<file path="src/rtl/e2c_pkg.sv">
`default_nettype none
package e2c_pkg;

  // configuration register indexes
  localparam logic [1:0] REG_FACE_SIZE  = 2'd0;
  localparam logic [1:0] REG_SRC_WIDTH  = 2'd1;
  localparam logic [1:0] REG_SRC_HEIGHT = 2'd2;

  localparam int FS_W    = 11;
  localparam int SRC_W   = 13;
  localparam int ANG_W   = 34;
  localparam int MAG_W   = 19;
  localparam int QDIV_W  = 18;
  localparam int GUARD   = 12;
  localparam int DIV_STEPS = 18;

  localparam logic signed [ANG_W-1:0] ANG_PI      = 34'sd1073741824;
  localparam logic signed [ANG_W-1:0] ANG_HALF_PI = 34'sd536870912;
  localparam logic [29:0] INV_GAIN_Q30 = 30'd652032874;
  localparam logic signed [17:0] ONE_Q16 = 18'sd65536;

  // restoring division state for both coordinates
  typedef struct packed {
    logic [FS_W-1:0]   rem_a;
    logic [QDIV_W-1:0] q_a;
    logic              nb_a;
    logic [FS_W-1:0]   rem_b;
    logic [QDIV_W-1:0] q_b;
    logic              nb_b;
  } e2c_div_t;

  // cordic vector state; byp marks an axis vector already resolved
  typedef struct packed {
    logic                    byp;
    logic signed [ANG_W-1:0] x;
    logic signed [ANG_W-1:0] y;
    logic signed [ANG_W-1:0] acc;
  } e2c_cord_t;

  // rounded arctangent of 2^-i, pi = 2^30
  function automatic logic signed [ANG_W-1:0] atan_ang(input int i);
    logic signed [ANG_W-1:0] v;
    case (i)
      0: v = 34'sd268435456;
      1: v = 34'sd158466703;
      2: v = 34'sd83729454;
      3: v = 34'sd42502378;
      4: v = 34'sd21333666;
      5: v = 34'sd10677233;
      6: v = 34'sd5339919;
      7: v = 34'sd2670123;
      8: v = 34'sd1335082;
      9: v = 34'sd667543;
      10: v = 34'sd333772;
      11: v = 34'sd166886;
      12: v = 34'sd83443;
      13: v = 34'sd41722;
      14: v = 34'sd20861;
      15: v = 34'sd10430;
      16: v = 34'sd5215;
      17: v = 34'sd2608;
      18: v = 34'sd1304;
      19: v = 34'sd652;
      20: v = 34'sd326;
      21: v = 34'sd163;
      22: v = 34'sd81;
      23: v = 34'sd41;
      default: v = 34'sd0;
    endcase
    return v;
  endfunction

endpackage
`default_nettype wire

</file>
<file path="src/rtl/e2c_div_cell.sv">
`default_nettype none
module e2c_div_cell #(
  parameter int SIDE_W = 1
) (
  input  wire logic                      clk,
  input  wire logic                      rst_n,
  input  wire logic                      en,
  input  wire logic [e2c_pkg::FS_W-1:0]  fs,
  input  wire logic                      in_valid,
  input  wire e2c_pkg::e2c_div_t         in_d,
  input  wire logic [SIDE_W-1:0]         in_side,
  output logic                           out_valid,
  output e2c_pkg::e2c_div_t              out_d,
  output logic [SIDE_W-1:0]              out_side
);
  import e2c_pkg::*;

  logic              valid_r;
  e2c_div_t          d_r, d_nxt;
  logic [SIDE_W-1:0] side_r;
  logic [FS_W:0]     ta, tb;

  // one quotient bit per coordinate
  always_comb begin
    ta = {in_d.rem_a, in_d.nb_a};
    tb = {in_d.rem_b, in_d.nb_b};
    d_nxt = in_d;
    d_nxt.nb_a = 1'b0;
    d_nxt.nb_b = 1'b0;
    if (ta >= {1'b0, fs}) begin
      d_nxt.rem_a = FS_W'(ta - {1'b0, fs});
      d_nxt.q_a   = {in_d.q_a[QDIV_W-2:0], 1'b1};
    end else begin
      d_nxt.rem_a = ta[FS_W-1:0];
      d_nxt.q_a   = {in_d.q_a[QDIV_W-2:0], 1'b0};
    end
    if (tb >= {1'b0, fs}) begin
      d_nxt.rem_b = FS_W'(tb - {1'b0, fs});
      d_nxt.q_b   = {in_d.q_b[QDIV_W-2:0], 1'b1};
    end else begin
      d_nxt.rem_b = tb[FS_W-1:0];
      d_nxt.q_b   = {in_d.q_b[QDIV_W-2:0], 1'b0};
    end
  end

  always_ff @(posedge clk) begin
    if (!rst_n) begin
      valid_r <= 1'b0;
    end else if (en) begin
      valid_r <= in_valid;
    end
  end

  always_ff @(posedge clk) begin
    if (en) begin
      d_r    <= d_nxt;
      side_r <= in_side;
    end
  end

  assign out_valid = valid_r;
  assign out_d     = d_r;
  assign out_side  = side_r;
endmodule
`default_nettype wire

</file>
<file path="config.mk">
export PLATFORM = sky130hd
export DESIGN_NAME = e2c_div_cell
export DESIGN_NICKNAME = d
export VERILOG_FILES = /design/src/rtl/e2c_pkg.sv /design/src/rtl/e2c_div_cell.sv
export SDC_FILE = /design/constraint.sdc
export NUM_CORES = 1
export LEC_CHECK = 0
export ABC_AREA = 1
export BUFFER_PORTS_ARGS = -buffer_cell sky130_fd_sc_hd__buf_4
export CORE_MARGIN = 2
export CORE_UTILIZATION = 45
export CTS_CLUSTER_SIZE = 10
export DETAILED_ROUTE_END_ITERATION = 10
export PLACE_DENSITY_LB_ADDON = 0.15
export RECOVER_POWER = 50
export SYNTH_ARGS = -nofsm -noshare
export SYNTH_HDL_FRONTEND = slang
export SYNTH_SLANG_ARGS = --single-unit
</file>
<file path="constraint.sdc">
create_clock -name clk -period 2 [get_ports clk]
set_input_delay 0.2 -clock clk [delete_from_list [all_inputs] [get_ports clk]]
set_output_delay 0.2 -clock clk [all_outputs]
set_load 0.02 [all_outputs]
</file>
==> impl_metrics.tcl, run 1 <==
set metrics [dict create \
    path_depth 11 \
    drv_slew 0 \
    viasPerCell 4.730 \
    cp.arrival_ns 1.73 \
    drtAntennaViolNets 0 \
    rsz0062_at_grt "no" \
    num_rows 33 \
    synth_most_common_cell "nand2_1" \
    hold_buffers 0 \
    layout.nets 630 \
    place.gp.congestion 0.8146 \
    ys_seq_area_share_pct 48.46 \
    clockRootBuffer "clkbuf_8" \
    antenna_found_initial 0 \
    cts_tree "done" \
    fin_ws_ns 0.3428 \
    finalHoldViolations 0 \
    cts_setup_buffers 0 \
    ys_types 32 \
    die_y_um 94.65 \
    drc 0 \
    die_w_um 94.65 \
    worst_pin_slew_ns 0.8853 \
    setup_violations 0 \
    power_mw 3.674 \
    r2r-end "out_valid" \
    synth_commonest_cells "nand2_1 (109), inv_1 (62), edfxtp_1 (59), ha_1 (22), nand4_1 (18)" \
    grt_overflow 0 \
    numClockSinks 60 \
    synth_ff_type "edfxtp_1" \
    grt_pass1_wl_um 13550 \
    final_area_mm2 0.004992 \
    place_ws_ns -0.009208 \
    hpwlAfterDp_um 6833 \
    cp_slowest_stage_delay_ns 0.27 \
    fin_setup_tns_ns 0 \
    syn_inst 386 \
    crit_start "in_d[0]" \
    fin_skew_ns 0 \
    grt_pass1_vias 2922 \
    cts_resized 0 \
    async_reset_ff_share_pct 0 \
    r2r_slack_ns 1.30 \
    layout.cells.non_filler 640 \
    routedWlPerCell_um 13.13 \
    relSlewSlack_pct 40.98 \
    start_util_pct 45.69 \
    wirelength_um 8402 \
    crit_path_end "out_d[21]" \
    p_per_area_mw_per_mm2 735.9 \
    p_leak_nw 2.449 \
    boundaryPins 138 \
    synth_top_area_cell "edfxtp_1" \
    vdd_drop_max_mv 0.3112 \
    synth_area_mm2 0.003697 \
    cp_common_cell "inv_1" \
    yosysTopAreaCellShare_pct 47.92 \
    clock.fmax_mhz 603.4 \
    dpl_cell_area_mm2 0.004816 \
    drive_above_1_share_pct 37.01 \
    r2r_cells 2 \
    worstPathRequired_ns 2.08 \
    firstDrtPassIters 4 \
    synth_area_leaders "edfxtp_1 (48%), nand2_1 (11%), ha_1 (7.4%)" \
    numCtsBuffers 9 \
    worstHoldPathType "in -> reg" \
    min_period_over_period_pct 82.86 \
    clk_latency_ns 0.33 \
    outcome "completed" \
    slowest_stage "nand4_4" \
    end_kind "flip-flop" \
    clk_pin_slew_worst_paths_ns 0.07 \
    h-tree-depth 3 \
    crit_family "simple AND/OR/NAND/NOR gates" \
    r2r_start "out_valid" \
    via_count 3027 \
    min_period_ns 1.657 \
    port_buffers 133 \
    drtIter0Drc 104 \
    grt_start_max_net_pins 36 \
    dieArea_mm2 0.008958 \
    core_region_area_mm2 0.008093 \
    crit_chain "buf_4 > inv_1 > ha_1 > fa_1 > inv_1 > nand3_1 > nand3_2 > nand2_4 > nand4_4 > nand2_1 > o21ai_2" \
    cap_violations 0 \
    synth_seq_cells 60 \
    grt_use_total_pct 19.68 \
    syn2layout_area_growth_pct 35.03 \
    syn_area_per_cell_um2 9.578 \
    antenna_cells 0 \
    crit_fanout 17 \
    synth_edf_count 59 \
    dp_cells 624 \
    cp-start-kind "input pin" \
    critPathBufInv 3 \
    synth_warnings 0 \
    path_class "in -> reg" \
    clk_path_buf_depth 2 \
]
==> kinds of logic (layout without fill, tap and decap cells) <==
logic type / count (synthesis) / count (layout) / synth area share (%)
AO/OA/AOI/OAI: 20 / 20 / 3.215
XOR/XNOR: 6 / 6 / 1.421
adder cells (fa/ha/maj): 24 / 24 / 8.528
buffers and inverters: 71 / 219 / 8.359
flip-flops: 60 / 60 / 48.46
other: 1 / 2 / 0.1014
AND/OR/NAND/NOR: 204 / 204 / 29.92
==> worst min path at each step <==
stage	cells after the start	slack [ns]	start	endpoint
floorplan	1	0.29	en	out_valid
global placement	1	0.38	in_d[45]	out_d[46]
detailed placement	1	0.38	in_d[14]	out_d[15]
CTS	1	0.02	in_d[14]	out_d[15]
global route	1	0.04	in_d[12]	out_d[13]
finish	1	0.06	in_d[13]	out_d[14]
==> per-layer routing <==
layer	share of wire [%]	GRT usage (%)	vias to the layer above
li1	-	-	1567
met3	9.4	5.188	14
met4	1.5	6.039	0
met5	0	0	-
met1	44	25.03	1328
met2	45	32.86	118
==> flip-flops by register name, summed over array words and instances, names as in the netlist <==
register	flops
out_d	58
out_side	1
out_valid	1
==> layout make-up <==
class                      instances  area (um2)
clock inverter                     5       52.55
clock buffer                      11       141.4
sequential                        60        1792
timing repair buffer             138        1031
multi-input combinational        256        1600
tap                              105       131.4
inverter                          65       244.0
fill                             728        3100
==> layout by cell type (no fill, tap or decap), types with 6 or more instances in the layout <==
cell and n:
ha_1 22, nand3_1 14, buf_4 101, nand3b_1 8, nand3_2 14, nand4_1 18, nor2_1 14, a21oi_1 7
clkbuf_4 35, edfxtp_1 59, nand2_2 9, inv_1 62, nand2_1 109, nor2_4 6, clkbuf_8 10
==> per-stage QoR <==
step | utilization, % | hold slack [ns]
floorplan | - | 0.2935
global placement | 59.51 | 0.3783
detailed placement | 59.51 | 0.3793
CTS | 61.90 | 0.02382
global route | 61.69 | 0.04478
finish | 61.69 | 0.06126
==> where the power goes <==
part	internal [mW]	leakage, nW	switching, mW
logic	0.439	1.76	0.602
registers	1.54	0.586	0.0329
clock network	0.603	0.0991	0.454
Note: power is estimated with default switching activity, not from simulation.
==> run 2, diff against run 1 <==
clock period = 1.7 ns   (was 2 ns; I/O delays follow)
==> run 2 against run 1 <==
Design area increased by 11%. Critical path depth decreased by 1. Hold slack got worse by 0.029 ns. Worst setup slack got worse by 0.24 ns. First-iteration DRC count decreased by 16%. Wire length increased by 14%. Cell count increased by 10%. Global-route usage increased by 1.3 points. Register-to-register slack got worse by 0.28 ns.
==> impl_metrics.tcl, run 2 (same netlist as run 1, synthesis figures left out) <==
set metrics [dict create \
    wirelength_um 9595 \
    via_count 3301 \
    rsz0062_at_grt "no" \
    cts_tree "done" \
    crit_fanout 10 \
    boundaryPins 138 \
    min_period_ns 1.599 \
    cp_slowest_stage_delay_ns 0.40 \
    largest_register_ffs 58 \
    worstHoldPathType "in -> reg" \
    power_mw 4.436 \
    critPathBufInv 3 \
    dpl_cell_area_mm2 0.005176 \
    grt_pass1_wl_um 14300 \
    final_area_mm2 0.005525 \
    drv_slew 0 \
    p_leak_nw 2.742 \
    antenna_found_initial 0 \
    final_common_cell "buf_4" \
    num_rows 33 \
    clk_latency_ns 0.33 \
    r2r_start "out_valid" \
    drtIter0Drc 87 \
    viasPerCell 4.676 \
    dieArea_mm2 0.008958 \
    layout.cells.non_filler 706 \
    dp_cells 672 \
    start_util_pct 45.69 \
    mostFrequentLayoutCells "buf_4 (149), nand2_1 (109), inv_1 (62), edfxtp_1 (59), clkbuf_4 (35)" \
    cp.arrival_ns 1.69 \
    fin_skew_ns 0 \
    outcome "completed" \
    grt_start_max_net_pins 26 \
    drtAntennaViolNets 0 \
    hp-start "in_d[17]" \
    finalHoldViolations 0 \
    clockRootBuffer "clkbuf_8" \
    clk_pin_slew_worst_paths_ns 0.07 \
    die_y_um 94.65 \
    crit_start "fs[0]" \
    die_w_um 94.65 \
    routedWlPerCell_um 13.59 \
    vdd_drop_max_mv 0.5592 \
    slowest_stage "fa_1" \
    layout.nets 696 \
    end_kind "flip-flop" \
    drive_above_1_share_pct 41.26 \
    p_per_area_mw_per_mm2 802.9 \
    path_class "in -> reg" \
    clk_path_buf_depth 2 \
    clock.fmax_mhz 625.2 \
    hold_slack_ns 0.03263 \
    place.gp.congestion 0.8324 \
    cap_violations 0 \
    numClockSinks 60 \
    numCtsBuffers 9 \
    min_period_over_period_pct 94.08 \
    hpwlAfterDp_um 7554 \
    worstPathRequired_ns 1.79 \
    core_region_area_mm2 0.008093 \
    drc 0 \
    worst_pin_slew_ns 0.6497 \
    port_buffers 133 \
    crit_chain "buf_4 > ha_1 > fa_1 > inv_1 > nand3_1 > nand3_2 > nand2_4 > nand4_4 > buf_6 > o21ai_2" \
    syn2layout_area_growth_pct 49.44 \
    relSlewSlack_pct 56.68 \
    grt_overflow 0 \
    setup_violations 0 \
    grt_use_total_pct 21.03 \
    grt_pass1_vias 3168 \
    crit_family "adder cells" \
    h-tree-depth 3 \
    antenna_cells 0 \
    utilization_pct 68.27 \
    firstDrtPassIters 4 \
    cp-start-kind "input pin" \
]
==> run 2: cell type report <==
class,instances,area [um2]
multi-input combinational,257,1622
clock inverter,4,25.02
sequential,60,1792
inverter,65,244.0
tap,105,131.4
fill,651,2567
timing repair buffer,203,1556
clock buffer,12,155.1
==> run 2: path summary, 6_finish.rpt <==
kind | end | slack (ns) | depth (start not counted)
min reg2reg | out_valid | 0.57 | 2
min | out_d[18] | 0.03 | 1
max reg2reg | out_valid | 1.02 | 2
max | out_d[22] | 0.10 | 10
==> run 2: through the flow <==
| step | worst slack [ns] | setup TNS (ns) |
|---|---|---|
| after floorplan | 0.02229 | 0 |
| after global placement | -0.1657 | -3.123 |
| after detailed placement | -0.2252 | -4.356 |
| after CTS | 0.1023 | 0 |
| after global routing | 0.006930 | 0 |
| final | 0.1006 | 0 |
==> run 2: layer usage <==
layer  vias to the layer above  track usage [%]  wire [um]
met3                        16            6.305        820
met4                         0            7.367        188
met5                         -                0          0
met1                      1455            25.77       4267
li1                       1701                -          -
met2                       129            35.22       4320
==> run 2: repair_timing <==
item,in CTS,in global routing
hold endpoints to repair,1,14
resized for setup,0,2
hold buffers,1,14
setup buffers,0,2
endpoints found under the setup margin,0,12
==> run 2: power breakdown <==
group	internal (mW)	switching, mW
registers	1.81	0.0431
clock network	0.603	0.554
logic	0.659	0.763
